[src/rtl/sdc_pkg.sv]
// Shared types and constants for the SPI-mode SD card sequencer.
// Used by sdc_cfg, sdc_core and sd_spi_card_controller; depends on nothing.
`default_nettype none

package sdc_pkg;

  localparam int SECTOR_BYTES = 512;
  localparam int SECTOR_SHIFT = $clog2(SECTOR_BYTES);

  localparam logic [7:0] IDLE_BYTE    = 8'hFF;
  localparam logic [7:0] START_TOKEN  = 8'hFE;
  localparam logic [7:0] R1_IDLE      = 8'h01;
  localparam logic [7:0] R1_READY     = 8'h00;
  localparam logic [7:0] CRC_CMD0     = 8'h95;
  localparam logic [7:0] CRC_CMD8     = 8'h87;
  localparam logic [7:0] CRC_DUMMY    = 8'h01;
  localparam logic [31:0] ARG_CMD8    = 32'h0000_01AA;
  localparam logic [31:0] ARG_ACMD41  = 32'h4000_0000;
  localparam logic [15:0] ECHO_EXPECT = 16'h01AA;

  localparam logic [5:0] CMD_GO_IDLE   = 6'd0;
  localparam logic [5:0] CMD_SEND_IF   = 6'd8;
  localparam logic [5:0] CMD_READ_BLK  = 6'd17;
  localparam logic [5:0] CMD_OP_COND   = 6'd41;
  localparam logic [5:0] CMD_APP       = 6'd55;
  localparam logic [5:0] CMD_READ_OCR  = 6'd58;

  typedef enum logic [1:0] {
    OP_INIT = 2'd0,
    OP_READ = 2'd1,
    OP_BYTE = 2'd2,
    OP_NONE = 2'd3
  } op_t;

  typedef enum logic [1:0] {
    REG_IDLE_CLK  = 2'd0,
    REG_POLL_LIM  = 2'd1,
    REG_RETRY_LIM = 2'd2,
    REG_TOKEN_TMO = 2'd3
  } reg_idx_t;

  typedef enum logic [3:0] {
    ST_OK     = 4'd0,
    ST_CMD0   = 4'd1,
    ST_CMD8   = 4'd2,
    ST_ECHO   = 4'd3,
    ST_CMD55  = 4'd4,
    ST_ACMD41 = 4'd5,
    ST_CMD58  = 4'd6,
    ST_CMD17  = 4'd7,
    ST_TOKEN  = 4'd8,
    ST_BUSY   = 4'd9
  } status_t;

  typedef enum logic [3:0] {
    PH_IDLE,
    PH_IDLECLK,
    PH_CMD,
    PH_R1,
    PH_R7,
    PH_OCR,
    PH_TOKEN,
    PH_DATA,
    PH_CRC,
    PH_TAIL,
    PH_TAIL_OK,
    PH_TAIL_TOKEN
  } phase_t;

  typedef struct packed {
    logic [7:0]  idle_clock_bytes;
    logic [7:0]  response_poll_limit;
    logic [15:0] ready_retry_limit;
    logic [19:0] token_timeout;
  } cfg_t;

  typedef struct packed {
    logic [7:0] tx_byte;
    logic       tx_valid;
    logic       chip_select;
    logic [7:0] data_byte;
    logic       data_valid;
    logic       data_last;
    logic       done_res;
    status_t    status;
    logic       card_block_mode;
  } res_t;

endpackage

`default_nettype wire

[src/rtl/sd_spi_card_controller.sv]
// SPI-mode SD card sequencer: one beat in per SPI byte exchange or request.
// Each beat passes an input register, then a result register, on its way to the output.
// Throughput: one beat per cycle while out_tready is high; state updates in one pass.
// Reset (rst_n low, synchronous): sequencer idle, configuration to defaults, both
// stages empty. Depends on sdc_pkg, sdc_cfg and sdc_core.
`default_nettype none

module sd_spi_card_controller (
  input  wire logic        clk,
  input  wire logic        rst_n,
  input  wire logic        in_tvalid,
  output logic             in_tready,
  input  wire logic [39:0] in_tdata,   // lba[31:0], rx_byte[39:32]
  input  wire logic [1:0]  in_tuser,   // op[1:0]
  output logic             out_tvalid,
  input  wire logic        out_tready,
  // tx_byte[7:0], chip_select[8], data_byte[16:9], done_res[17],
  // status[21:18], card_block_mode[22], zero[23]
  output logic [23:0]      out_tdata,
  output logic [1:0]       out_tuser,  // tx_valid[0], data_valid[1]
  output logic             out_tlast,  // data_last
  input  wire logic        cfg_valid,
  output logic             cfg_ready,
  input  wire logic [1:0]  cfg_index,
  input  wire logic [19:0] cfg_data
);

  sdc_pkg::cfg_t cfg;
  sdc_pkg::res_t res, res_r;
  logic          res_valid;
  logic          in_valid_r, out_valid_r;
  logic [39:0]   in_data_r;
  logic [1:0]    in_op_r;
  logic          fire;

  assign cfg_ready = 1'b1;

  sdc_cfg u_cfg (
    .clk      (clk),
    .rst_n    (rst_n),
    .wr_en    (cfg_valid),
    .wr_index (cfg_index),
    .wr_data  (cfg_data),
    .cfg      (cfg)
  );

  // advance the held beat when the result register is free or draining
  assign fire      = in_valid_r && (!out_valid_r || out_tready);
  assign in_tready = !in_valid_r || fire;

  always_ff @(posedge clk) begin
    if (!rst_n) begin
      in_valid_r <= 1'b0;
    end else if (in_tready) begin
      in_valid_r <= in_tvalid;
    end
  end

  always_ff @(posedge clk) begin
    if (in_tready && in_tvalid) begin
      in_data_r <= in_tdata;
      in_op_r   <= in_tuser;
    end
  end

  sdc_core u_core (
    .clk       (clk),
    .rst_n     (rst_n),
    .fire      (fire),
    .op        (in_op_r),
    .lba       (in_data_r[31:0]),
    .rx_byte   (in_data_r[39:32]),
    .cfg       (cfg),
    .res_valid (res_valid),
    .res       (res)
  );

  always_ff @(posedge clk) begin
    if (!rst_n) begin
      out_valid_r <= 1'b0;
    end else if (fire) begin
      out_valid_r <= res_valid;
    end else if (out_tready) begin
      out_valid_r <= 1'b0;
    end
  end

  always_ff @(posedge clk) begin
    if (fire) res_r <= res;
  end

  assign out_tvalid = out_valid_r;
  assign out_tdata  = {1'b0, res_r.card_block_mode, res_r.status, res_r.done_res,
                       res_r.data_byte, res_r.chip_select, res_r.tx_byte};
  assign out_tuser  = {res_r.data_valid, res_r.tx_valid};
  assign out_tlast  = res_r.data_last;

endmodule

`default_nettype wire

[src/rtl/sdc_cfg.sv]
// Configuration register file for the SD card sequencer.
// Depends on sdc_pkg for the register indexes and the cfg_t bundle.
`default_nettype none

module sdc_cfg (
  input  wire logic              clk,
  input  wire logic              rst_n,
  input  wire logic              wr_en,
  input  wire logic [1:0]        wr_index,
  input  wire logic [19:0]       wr_data,
  output sdc_pkg::cfg_t          cfg
);

  sdc_pkg::cfg_t cfg_r;

  always_ff @(posedge clk) begin
    if (!rst_n) begin
      cfg_r.idle_clock_bytes    <= 8'd10;
      cfg_r.response_poll_limit <= 8'd16;
      cfg_r.ready_retry_limit   <= 16'd2000;
      cfg_r.token_timeout       <= 20'd100000;
    end else if (wr_en) begin
      unique case (sdc_pkg::reg_idx_t'(wr_index))
        sdc_pkg::REG_IDLE_CLK:  cfg_r.idle_clock_bytes    <= wr_data[7:0];
        sdc_pkg::REG_POLL_LIM:  cfg_r.response_poll_limit <= wr_data[7:0];
        sdc_pkg::REG_RETRY_LIM: cfg_r.ready_retry_limit   <= wr_data[15:0];
        sdc_pkg::REG_TOKEN_TMO: cfg_r.token_timeout       <= wr_data;
        default:                cfg_r                     <= cfg_r;
      endcase
    end
  end

  assign cfg = cfg_r;

endmodule

`default_nettype wire

[src/rtl/sdc_core.sv]
// Sequencer state and per-byte decision logic of the SD card controller.
// Depends on sdc_pkg; state advances on each fire, result is combinational.
`default_nettype none

module sdc_core (
  input  wire logic          clk,
  input  wire logic          rst_n,
  input  wire logic          fire,
  input  wire logic [1:0]    op,
  input  wire logic [31:0]   lba,
  input  wire logic [7:0]    rx_byte,
  input  wire sdc_pkg::cfg_t cfg,
  output logic               res_valid,
  output sdc_pkg::res_t      res
);

  sdc_pkg::phase_t phase_r, phase_nxt;
  logic [2:0]  frame_index_r, frame_index_nxt;
  logic [7:0]  poll_count_r, poll_count_nxt;
  logic [15:0] retry_count_r, retry_count_nxt;
  logic [19:0] wait_count_r, wait_count_nxt;
  logic [7:0]  response_latch_r, response_latch_nxt;
  logic [15:0] echo_bytes_r, echo_bytes_nxt;
  logic        block_addressed_r, block_addressed_nxt;
  logic [47:0] command_frame_r, command_frame_nxt;
  logic        busy_r, busy_nxt;

  // shared decisions
  logic [5:0]  cmd;
  logic [7:0]  idle_lim, poll_lim;
  logic [15:0] retry_lim;
  logic [19:0] token_lim;
  logic [7:0]  poll_inc;
  logic [15:0] retry_inc;
  logic [19:0] wait_inc;
  logic        r1_got, r1_done;
  logic [7:0]  r1_val;
  sdc_pkg::phase_t resp_phase;
  logic        idle_go, tok_hit, tok_expire, data_end;
  logic [2:0]  byte_sel;
  logic        is_byte, is_req;
  logic        start_go, fin_go;
  logic [5:0]  start_cmd;
  logic [31:0] start_arg;
  logic [7:0]  start_crc;
  sdc_pkg::status_t fin_status;

  assign cmd       = command_frame_r[45:40];
  assign idle_lim  = (cfg.idle_clock_bytes == '0) ? 8'd1 : cfg.idle_clock_bytes;
  assign poll_lim  = (cfg.response_poll_limit == '0) ? 8'd1 : cfg.response_poll_limit;
  assign retry_lim = (cfg.ready_retry_limit == '0) ? 16'd1 : cfg.ready_retry_limit;
  assign token_lim = (cfg.token_timeout == '0) ? 20'd1 : cfg.token_timeout;
  assign poll_inc  = poll_count_r + 8'd1;
  assign retry_inc = retry_count_r + 16'd1;
  assign wait_inc  = wait_count_r + 20'd1;
  assign r1_got    = !rx_byte[7];
  assign r1_done   = r1_got || (poll_inc >= poll_lim);
  assign r1_val    = r1_got ? rx_byte : sdc_pkg::IDLE_BYTE;
  assign idle_go   = poll_count_r >= idle_lim;
  assign tok_hit   = rx_byte == sdc_pkg::START_TOKEN;
  assign tok_expire = wait_inc >= token_lim;
  assign data_end  = wait_inc >= 20'(sdc_pkg::SECTOR_BYTES);
  assign byte_sel  = 3'd5 - frame_index_r;
  assign is_byte   = sdc_pkg::op_t'(op) == sdc_pkg::OP_BYTE;
  assign is_req    = (sdc_pkg::op_t'(op) == sdc_pkg::OP_INIT) ||
                     (sdc_pkg::op_t'(op) == sdc_pkg::OP_READ);
  assign res_valid = is_req || (is_byte && busy_r);

  always_comb begin
    if (cmd == sdc_pkg::CMD_SEND_IF && r1_val == sdc_pkg::R1_IDLE)
      resp_phase = sdc_pkg::PH_R7;
    else if (cmd == sdc_pkg::CMD_READ_OCR && r1_val == sdc_pkg::R1_READY)
      resp_phase = sdc_pkg::PH_OCR;
    else if (cmd == sdc_pkg::CMD_READ_BLK && r1_val == sdc_pkg::R1_READY)
      resp_phase = sdc_pkg::PH_TOKEN;
    else
      resp_phase = sdc_pkg::PH_TAIL;
  end

  // Which command to launch or which status to finish with on this beat
  always_comb begin
    start_go   = 1'b0;
    fin_go     = 1'b0;
    start_cmd  = sdc_pkg::CMD_APP;
    start_arg  = '0;
    start_crc  = sdc_pkg::CRC_DUMMY;
    fin_status = sdc_pkg::ST_OK;
    if (!is_byte) begin
      if (sdc_pkg::op_t'(op) == sdc_pkg::OP_READ && !busy_r) begin
        start_go  = 1'b1;
        start_cmd = sdc_pkg::CMD_READ_BLK;
        start_arg = block_addressed_r ? lba : (lba << sdc_pkg::SECTOR_SHIFT);
      end
    end else begin
      unique case (phase_r)
        sdc_pkg::PH_IDLECLK: begin
          if (idle_go) begin
            start_go  = 1'b1;
            start_cmd = sdc_pkg::CMD_GO_IDLE;
            start_crc = sdc_pkg::CRC_CMD0;
          end
        end
        sdc_pkg::PH_CMD, sdc_pkg::PH_R1, sdc_pkg::PH_R7, sdc_pkg::PH_OCR,
        sdc_pkg::PH_TOKEN, sdc_pkg::PH_DATA, sdc_pkg::PH_CRC: begin
          start_go = 1'b0;
        end
        sdc_pkg::PH_TAIL: begin
          unique case (cmd)
            sdc_pkg::CMD_GO_IDLE: begin
              if (response_latch_r == sdc_pkg::R1_IDLE) begin
                start_go  = 1'b1;
                start_cmd = sdc_pkg::CMD_SEND_IF;
                start_arg = sdc_pkg::ARG_CMD8;
                start_crc = sdc_pkg::CRC_CMD8;
              end else begin
                fin_go = 1'b1; fin_status = sdc_pkg::ST_CMD0;
              end
            end
            sdc_pkg::CMD_SEND_IF: begin
              if (response_latch_r != sdc_pkg::R1_IDLE) begin
                fin_go = 1'b1; fin_status = sdc_pkg::ST_CMD8;
              end else if (echo_bytes_r != sdc_pkg::ECHO_EXPECT) begin
                fin_go = 1'b1; fin_status = sdc_pkg::ST_ECHO;
              end else begin
                start_go = 1'b1;
              end
            end
            sdc_pkg::CMD_APP: begin
              if (response_latch_r > sdc_pkg::R1_IDLE) begin
                fin_go = 1'b1; fin_status = sdc_pkg::ST_CMD55;
              end else begin
                start_go  = 1'b1;
                start_cmd = sdc_pkg::CMD_OP_COND;
                start_arg = sdc_pkg::ARG_ACMD41;
              end
            end
            sdc_pkg::CMD_OP_COND: begin
              if (response_latch_r == sdc_pkg::R1_READY) begin
                start_go  = 1'b1;
                start_cmd = sdc_pkg::CMD_READ_OCR;
              end else if (retry_inc >= retry_lim) begin
                fin_go = 1'b1; fin_status = sdc_pkg::ST_ACMD41;
              end else begin
                start_go = 1'b1;
              end
            end
            sdc_pkg::CMD_READ_OCR: begin
              fin_go     = 1'b1;
              fin_status = (response_latch_r == sdc_pkg::R1_READY) ?
                           sdc_pkg::ST_OK : sdc_pkg::ST_CMD58;
            end
            sdc_pkg::CMD_READ_BLK: begin
              fin_go = 1'b1; fin_status = sdc_pkg::ST_CMD17;
            end
            default: begin
              fin_go = 1'b1; fin_status = sdc_pkg::ST_OK;
            end
          endcase
        end
        sdc_pkg::PH_TAIL_TOKEN: begin
          fin_go = 1'b1; fin_status = sdc_pkg::ST_TOKEN;
        end
        default: begin
          fin_go = 1'b1; fin_status = sdc_pkg::ST_OK;
        end
      endcase
    end
  end

  // Next state
  always_comb begin
    phase_nxt           = phase_r;
    frame_index_nxt     = frame_index_r;
    poll_count_nxt      = poll_count_r;
    retry_count_nxt     = retry_count_r;
    wait_count_nxt      = wait_count_r;
    response_latch_nxt  = response_latch_r;
    echo_bytes_nxt      = echo_bytes_r;
    block_addressed_nxt = block_addressed_r;
    command_frame_nxt   = command_frame_r;
    busy_nxt            = busy_r;
    if (is_req && !busy_r) begin
      busy_nxt = 1'b1;
      if (sdc_pkg::op_t'(op) == sdc_pkg::OP_INIT) begin
        block_addressed_nxt = 1'b0;
        retry_count_nxt     = '0;
        echo_bytes_nxt      = '0;
        response_latch_nxt  = sdc_pkg::IDLE_BYTE;
        phase_nxt           = sdc_pkg::PH_IDLECLK;
        poll_count_nxt      = 8'd1;
      end
    end else if (is_byte && busy_r) begin
      unique case (phase_r)
        sdc_pkg::PH_IDLECLK: begin
          if (!idle_go) poll_count_nxt = poll_inc;
        end
        sdc_pkg::PH_CMD: begin
          if (frame_index_r < 3'd6) begin
            frame_index_nxt = frame_index_r + 3'd1;
          end else begin
            phase_nxt      = sdc_pkg::PH_R1;
            poll_count_nxt = '0;
          end
        end
        sdc_pkg::PH_R1: begin
          if (!r1_got) poll_count_nxt = poll_inc;
          if (r1_done) begin
            response_latch_nxt = r1_val;
            phase_nxt          = resp_phase;
            if (resp_phase == sdc_pkg::PH_R7 || resp_phase == sdc_pkg::PH_OCR)
              frame_index_nxt = '0;
            if (resp_phase == sdc_pkg::PH_R7) echo_bytes_nxt = '0;
            if (resp_phase == sdc_pkg::PH_TOKEN) wait_count_nxt = '0;
          end
        end
        sdc_pkg::PH_R7, sdc_pkg::PH_OCR: begin
          if (phase_r == sdc_pkg::PH_R7) begin
            if (frame_index_r == 3'd2) echo_bytes_nxt[15:8] = rx_byte;
            if (frame_index_r == 3'd3) echo_bytes_nxt[7:0]  = rx_byte;
          end else if (frame_index_r == 3'd0) begin
            block_addressed_nxt = rx_byte[6];
          end
          if (frame_index_r < 3'd3) frame_index_nxt = frame_index_r + 3'd1;
          else phase_nxt = sdc_pkg::PH_TAIL;
        end
        sdc_pkg::PH_TOKEN: begin
          if (tok_hit) begin
            phase_nxt      = sdc_pkg::PH_DATA;
            wait_count_nxt = '0;
          end else begin
            wait_count_nxt = wait_inc;
            if (tok_expire) phase_nxt = sdc_pkg::PH_TAIL_TOKEN;
          end
        end
        sdc_pkg::PH_DATA: begin
          wait_count_nxt = wait_inc;
          if (data_end) begin
            phase_nxt       = sdc_pkg::PH_CRC;
            frame_index_nxt = '0;
          end
        end
        sdc_pkg::PH_CRC: begin
          if (frame_index_r == 3'd0) frame_index_nxt = 3'd1;
          else phase_nxt = sdc_pkg::PH_TAIL_OK;
        end
        sdc_pkg::PH_TAIL: begin
          if (cmd == sdc_pkg::CMD_OP_COND && response_latch_r != sdc_pkg::R1_READY)
            retry_count_nxt = retry_inc;
        end
        default: begin
          phase_nxt = phase_r;
        end
      endcase
    end
    // command launch and finish override the phase handling above
    if (start_go) begin
      command_frame_nxt = {2'b01, start_cmd, start_arg, start_crc};
      frame_index_nxt   = '0;
      phase_nxt         = sdc_pkg::PH_CMD;
      busy_nxt          = 1'b1;
    end
    if (fin_go) begin
      phase_nxt = sdc_pkg::PH_IDLE;
      busy_nxt  = 1'b0;
    end
  end

  // Result fields
  always_comb begin
    res                 = '0;
    res.status          = sdc_pkg::ST_OK;
    res.card_block_mode = block_addressed_nxt;
    if (is_req && busy_r) begin
      res.status = sdc_pkg::ST_BUSY;
    end else if (fin_go) begin
      res.done_res = 1'b1;
      res.status   = fin_status;
    end else begin
      res.tx_valid = 1'b1;
      res.tx_byte  = sdc_pkg::IDLE_BYTE;
      if (start_go || !is_byte) begin
        res.chip_select = start_go;
      end else begin
        unique case (phase_r)
          sdc_pkg::PH_IDLECLK: res.chip_select = 1'b0;
          sdc_pkg::PH_CMD: begin
            res.chip_select = 1'b1;
            if (frame_index_r < 3'd6)
              res.tx_byte = command_frame_r[{byte_sel, 3'b000} +: 8];
          end
          sdc_pkg::PH_R1:
            res.chip_select = !r1_done || (resp_phase != sdc_pkg::PH_TAIL);
          sdc_pkg::PH_R7, sdc_pkg::PH_OCR:
            res.chip_select = frame_index_r < 3'd3;
          sdc_pkg::PH_TOKEN: res.chip_select = tok_hit || !tok_expire;
          sdc_pkg::PH_DATA: begin
            res.chip_select = 1'b1;
            res.data_byte   = rx_byte;
            res.data_valid  = 1'b1;
            res.data_last   = data_end;
          end
          sdc_pkg::PH_CRC: res.chip_select = frame_index_r == 3'd0;
          default:         res.chip_select = 1'b1;
        endcase
      end
    end
  end

  always_ff @(posedge clk) begin
    if (!rst_n) begin
      phase_r           <= sdc_pkg::PH_IDLE;
      frame_index_r     <= '0;
      poll_count_r      <= '0;
      retry_count_r     <= '0;
      wait_count_r      <= '0;
      response_latch_r  <= sdc_pkg::IDLE_BYTE;
      echo_bytes_r      <= '0;
      block_addressed_r <= 1'b0;
      command_frame_r   <= '0;
      busy_r            <= 1'b0;
    end else if (fire) begin
      phase_r           <= phase_nxt;
      frame_index_r     <= frame_index_nxt;
      poll_count_r      <= poll_count_nxt;
      retry_count_r     <= retry_count_nxt;
      wait_count_r      <= wait_count_nxt;
      response_latch_r  <= response_latch_nxt;
      echo_bytes_r      <= echo_bytes_nxt;
      block_addressed_r <= block_addressed_nxt;
      command_frame_r   <= command_frame_nxt;
      busy_r            <= busy_nxt;
    end
  end

endmodule

`default_nettype wire

[config.mk]
export PLATFORM = sky130hd
export DESIGN_NAME = sd_spi_card_controller
export DESIGN_NICKNAME = d
export VERILOG_FILES = /design/src/rtl/sdc_pkg.sv /design/src/rtl/sd_spi_card_controller.sv /design/src/rtl/sdc_cfg.sv /design/src/rtl/sdc_core.sv
export SDC_FILE = /design/constraint.sdc
export NUM_CORES = 1
export LEC_CHECK = 0
export BUFFER_PORTS_ARGS = -buffer_cell sky130_fd_sc_hd__buf_2
export CAP_MARGIN = 5
export CORE_ASPECT_RATIO = 1.4
export CORE_UTILIZATION = 68
export CTS_BUF_LIST = sky130_fd_sc_hd__clkbuf_4 sky130_fd_sc_hd__clkbuf_8
export CTS_CLUSTER_DIAMETER = 40
export DETAILED_ROUTE_END_ITERATION = 7
export PLACE_DENSITY = 0.89
export SYNTH_ARGS = -nofsm -noshare
export SYNTH_HDL_FRONTEND = slang
export SYNTH_SLANG_ARGS = --single-unit
[constraint.sdc]
create_clock -name clk -period 6.92 [get_ports clk]
set_input_delay 0.346 -clock clk [delete_from_list [all_inputs] [get_ports clk]]
set_output_delay 0.346 -clock clk [all_outputs]
set_load 0.02 [all_outputs]
==> metrics.log <==
[metrics] outcome: completed
[metrics] critical path capture point type: flip-flop
[metrics] unrepaired setup endpoints after global routing: no
[metrics] final number of max-transition violations: 0
[metrics] critical-path maximum fanout: 8
[metrics] initial core utilization: 0.698
[metrics] Arrival @ worst endpoint: approximately 4.6 ns
[metrics] grt total ovfl: 0
[metrics] category of the worst setup path launch point: flip-flop
[metrics] Critical Path RT: a little over 7 ns
[metrics] dominant combinational cell family by area after synthesis: simple AND/OR/NAND/NOR gates
[metrics] number of antenna violations at the first check in global routing: 0
[metrics] die area: ~20000 sq um
[metrics] number of flops mapped to enable cells by yosys: 68
[metrics] dominant cell by count in the synthesized netlist: sky130_fd_sc_hd__dfxtp_1
[metrics] antenna diode instance count: 0
[metrics] clock tree from TritonCTS: done
[metrics] post-synthesis share of cell area spent on full adders, half adders and majority gates: 0.0595
[metrics] power per standard cell area: between 200 and 250 nW/um^2
[metrics] remaining antenna violation count: 0
[metrics] number of DRC violations after detailed-routing iteration 0: ~1200
[metrics] core region area: between 15000 and 20000 sq um
[metrics] hold_ws: 0.0447 ns
[metrics] final-stage net count: 1687
[metrics] area share of xor/xnor cells in the synthesized design: 0.0269
[metrics] Peak Freq: 0.229 GHz
[metrics] pin count of the biggest net entering global routing: 92
[metrics] number of port buffers: 96
[metrics] total routed wirelength: about 36000 um
[metrics] cell count after synthesis: ~1400
[metrics] number of optimization iterations in the first detailed-route pass: 6
[metrics] maximum number of buffers from clock root to sink: 3
[metrics] highest ir drop seen on vdd: ~0.00022 V
[metrics] CTS clk-pin slew, worst paths: approximately 0.06 ns
[metrics] gp weighted congestion: a little under 1
[metrics] relative area change from synthesis to final layout: 13.9%
[metrics] cells taking the most area after synthesis: sky130_fd_sc_hd__dfxtp_1, sky130_fd_sc_hd__edfxtp_1, sky130_fd_sc_hd__ha_1
[metrics] leading post-synthesis cells by instance count: sky130_fd_sc_hd__dfxtp_1, sky130_fd_sc_hd__nand2_1, sky130_fd_sc_hd__a21oi_1
[metrics] Final Critical Period: 4.36 ns
[metrics] summed negative setup slack over all endpoints: 0 ns
[metrics] cell area after technology mapping: approximately 13000 sq um
[metrics] latest clock arrival within the worst-skew pair: 0.54 ns
[metrics] simple-gate portion of the synthesized area: 0.220
[metrics] number of placed I/O pins: about 100
[metrics] Seq cells post-synth: ~240
[metrics] DR WL/cell: 19.8 um
[metrics] number of stages on the worst hold path: 3
[metrics] number of cell instances on the worst register-to-register path: 15
[metrics] critical setup path kind: reg -> reg
[metrics] post-detailed-placement half-perimeter wirelength: roughly 23000 um
[metrics] Setup Skew: ~0.020 ns
[metrics] flip-flop cell with the highest count after synthesis: sky130_fd_sc_hd__dfxtp_1
[metrics] horizontal die dimension: approximately 120 um
[metrics] transition time of the tightest slew-check pin: ~1.3 ns
[metrics] worst hold path type: in -> reg
[metrics] max cap viols: 0
[metrics] share of flip-flops with an asynchronous set or reset after synthesis: 0
[metrics] Synth area leader: sky130_fd_sc_hd__dfxtp_1
[metrics] via count: roughly 12000
[metrics] count of final setup violators: 0
[metrics] number of placement rows: slightly below 60
[metrics] total clock sinks: 241
[metrics] Root Driver: sky130_fd_sc_hd__clkbuf_8
[metrics] count of different cell masters after synthesis: a little under 80
[metrics] GRT Overall Usage: 0.366
[metrics] proportion of netlist area held by the largest area contributor: 0.266
[metrics] Chip Height: around 170 um
[metrics] multi-input gate area in the final layout: roughly 6900 sq um
[metrics] register cell area after layout: 5510 sq um
[metrics] number of global-route vias before repair: around 12000
[metrics] # fillers: between 1000 and 1500
[metrics] net count after synthesis: roughly 1600
[metrics] share of the yosys chip area belonging to registers: 0.423
[metrics] number of DRC violations after detailed routing: 0
[metrics] share of the clock period used by the worst path: 0.631
[metrics] deepest level of the CTS H-tree: 2
[metrics] CTS Buf Count: 39
[metrics] global-route wire length before repair: a little under 60000 um
[metrics] multiplexer area fraction after synthesis: 0.0655
[metrics] leakage dissipation: 5.76 nW
[metrics] relative max-transition margin: 0.148
[metrics] average via count per standard cell: 6.32
[metrics] complex-gate fraction of the synthesized area: 0.156
[metrics] count of final hold-check violations: 0
[metrics] synthesized area per cell: roughly 9.0 sq um
[metrics] quantity of gates resized following cts: 0
[metrics] Yosys Warn Count: 0
[metrics] share of post-route cells with drive strength above 1: 0.133
where the power goes:
group | internal [mW] | switching [mW]
clock network | 0.728 | 0.573
logic | 0.101 | 0.150
registers | 1.50 | 0.0362
critical path, cell delays in order (launching register included):
cell and delay [ns]:
sky130_fd_sc_hd__dfxtp_1 0.44, sky130_fd_sc_hd__ha_1 0.28, sky130_fd_sc_hd__nand3_1 0.20, sky130_fd_sc_hd__or2_2 0.40, sky130_fd_sc_hd__nor2_1 0.18, sky130_fd_sc_hd__nand3_1 0.11
sky130_fd_sc_hd__xnor2_1 0.15, sky130_fd_sc_hd__ha_1 0.30, sky130_fd_sc_hd__nand4_1 0.13, sky130_fd_sc_hd__nor4_1 0.30, sky130_fd_sc_hd__a22oi_1 0.16, sky130_fd_sc_hd__nand3b_1 0.17
sky130_fd_sc_hd__a21oi_1 0.08, sky130_fd_sc_hd__or2_1 0.34, sky130_fd_sc_hd__nor4b_2 0.68, sky130_fd_sc_hd__a21oi_1 0.14
cell type report:
type | instances | area share
clock buffers | 59 | 0.0505
well taps | 244 | 0.0206
inverters | 83 | 0.0210
repair buffers | 153 | 0.0685
multi-input cells | 1038 | 0.464
clock inverters | 7 | 0.00438
flip-flops and latches | 241 | 0.371
path summary, 6_finish.rpt:
path                                   startpoint                          to  slack, ns
max          u_core.retry_count_r[0]$_SDFFE_PN0P_  out_tdata[7]$_SDFFCE_PP0P_       2.56
min                                  cfg_data[16]  u_cfg.cfg[16]$_SDFFE_PN1P_       0.04
max reg2reg  u_core.retry_count_r[0]$_SDFFE_PN0P_  out_tdata[7]$_SDFFCE_PP0P_       2.56
min reg2reg             u_cfg.cfg[0]$_SDFFE_PN0P_   u_cfg.cfg[0]$_SDFFE_PN0P_       0.48
per-layer routing:
metal | up-vias | share of wire | track usage | wire (um)
met5 | - | 0 | 0 | 0
met4 | 0 | 0.073 | 0.255 | 2650
met2 | 587 | 0.50 | 0.652 | 18200
met3 | 198 | 0.063 | 0.0608 | 2280
met1 | 5391 | 0.36 | 0.391 | 12900
li1 | 5355 | - | - | -
per-stage QoR:
stage	instances	instance area [sq um]	power, mW	setup slack, ns	utilization
2_1_floorplan	1443	13000	1.70	3.07	-
3_3_place_gp	1717	13600	1.77	2.80	0.728
3_5_place_dp	1717	13600	1.78	2.68	0.728
5_1_grt	1825	14800	3.18	2.22	0.795
6_report	1825	14800	3.08	2.56	0.795
4_1_cts	1825	14800	3.07	2.62	0.795
state kept, by name (all words and copies together) (netlist names), 4 cells and up:
| register | cells |
|---|---|
| in_data_r | 40 |
| out_tdata | 23 |
| u_cfg.cfg | 52 |
| u_core.command_frame_r | 42 |
| u_core.echo_bytes_r | 16 |
| u_core.phase_r | 4 |
| u_core.poll_count_r | 8 |
| u_core.response_latch_r | 8 |
| u_core.retry_count_r | 16 |
| u_core.wait_count_r | 20 |
cell families after synthesis:
kind of cell | after synthesis
and+or+nand+nor | 547
buffers and inverters | 164
DFF | 241
AOI/OAI and AO/OA | 309
muxes | 78
xor gates and xnor gates | 40
other | 2
adders and majority gates | 62
cell usage in the layout (no fill, tap or decap), drive strengths merged, types with 10 or more instances in the layout:
cell,count
buf,111
nor3,51
clkbuf,59
or3,11
and2,30
nor2b,71
nor4,26
inv,82
a211oi,14
edfxtp,68
nand4,22
a22oi,11
o21ai,67
dlygate4sd3,42
a21boi,39
o211ai,17
nor2,84
nand2,149
a31oi,10
xnor2,25
nor3b,12
a21oi,94
nand2b,15
nand3,29
ha,62
dfxtp,173
mux2i,65
xor2,15
nand3b,12
timing repair:
item                                   CTS  global route
endpoints found under the hold margin   42             0
setup buffers                            0             0
hold buffers                            42             0
Note: power is estimated with default switching activity, not from simulation.
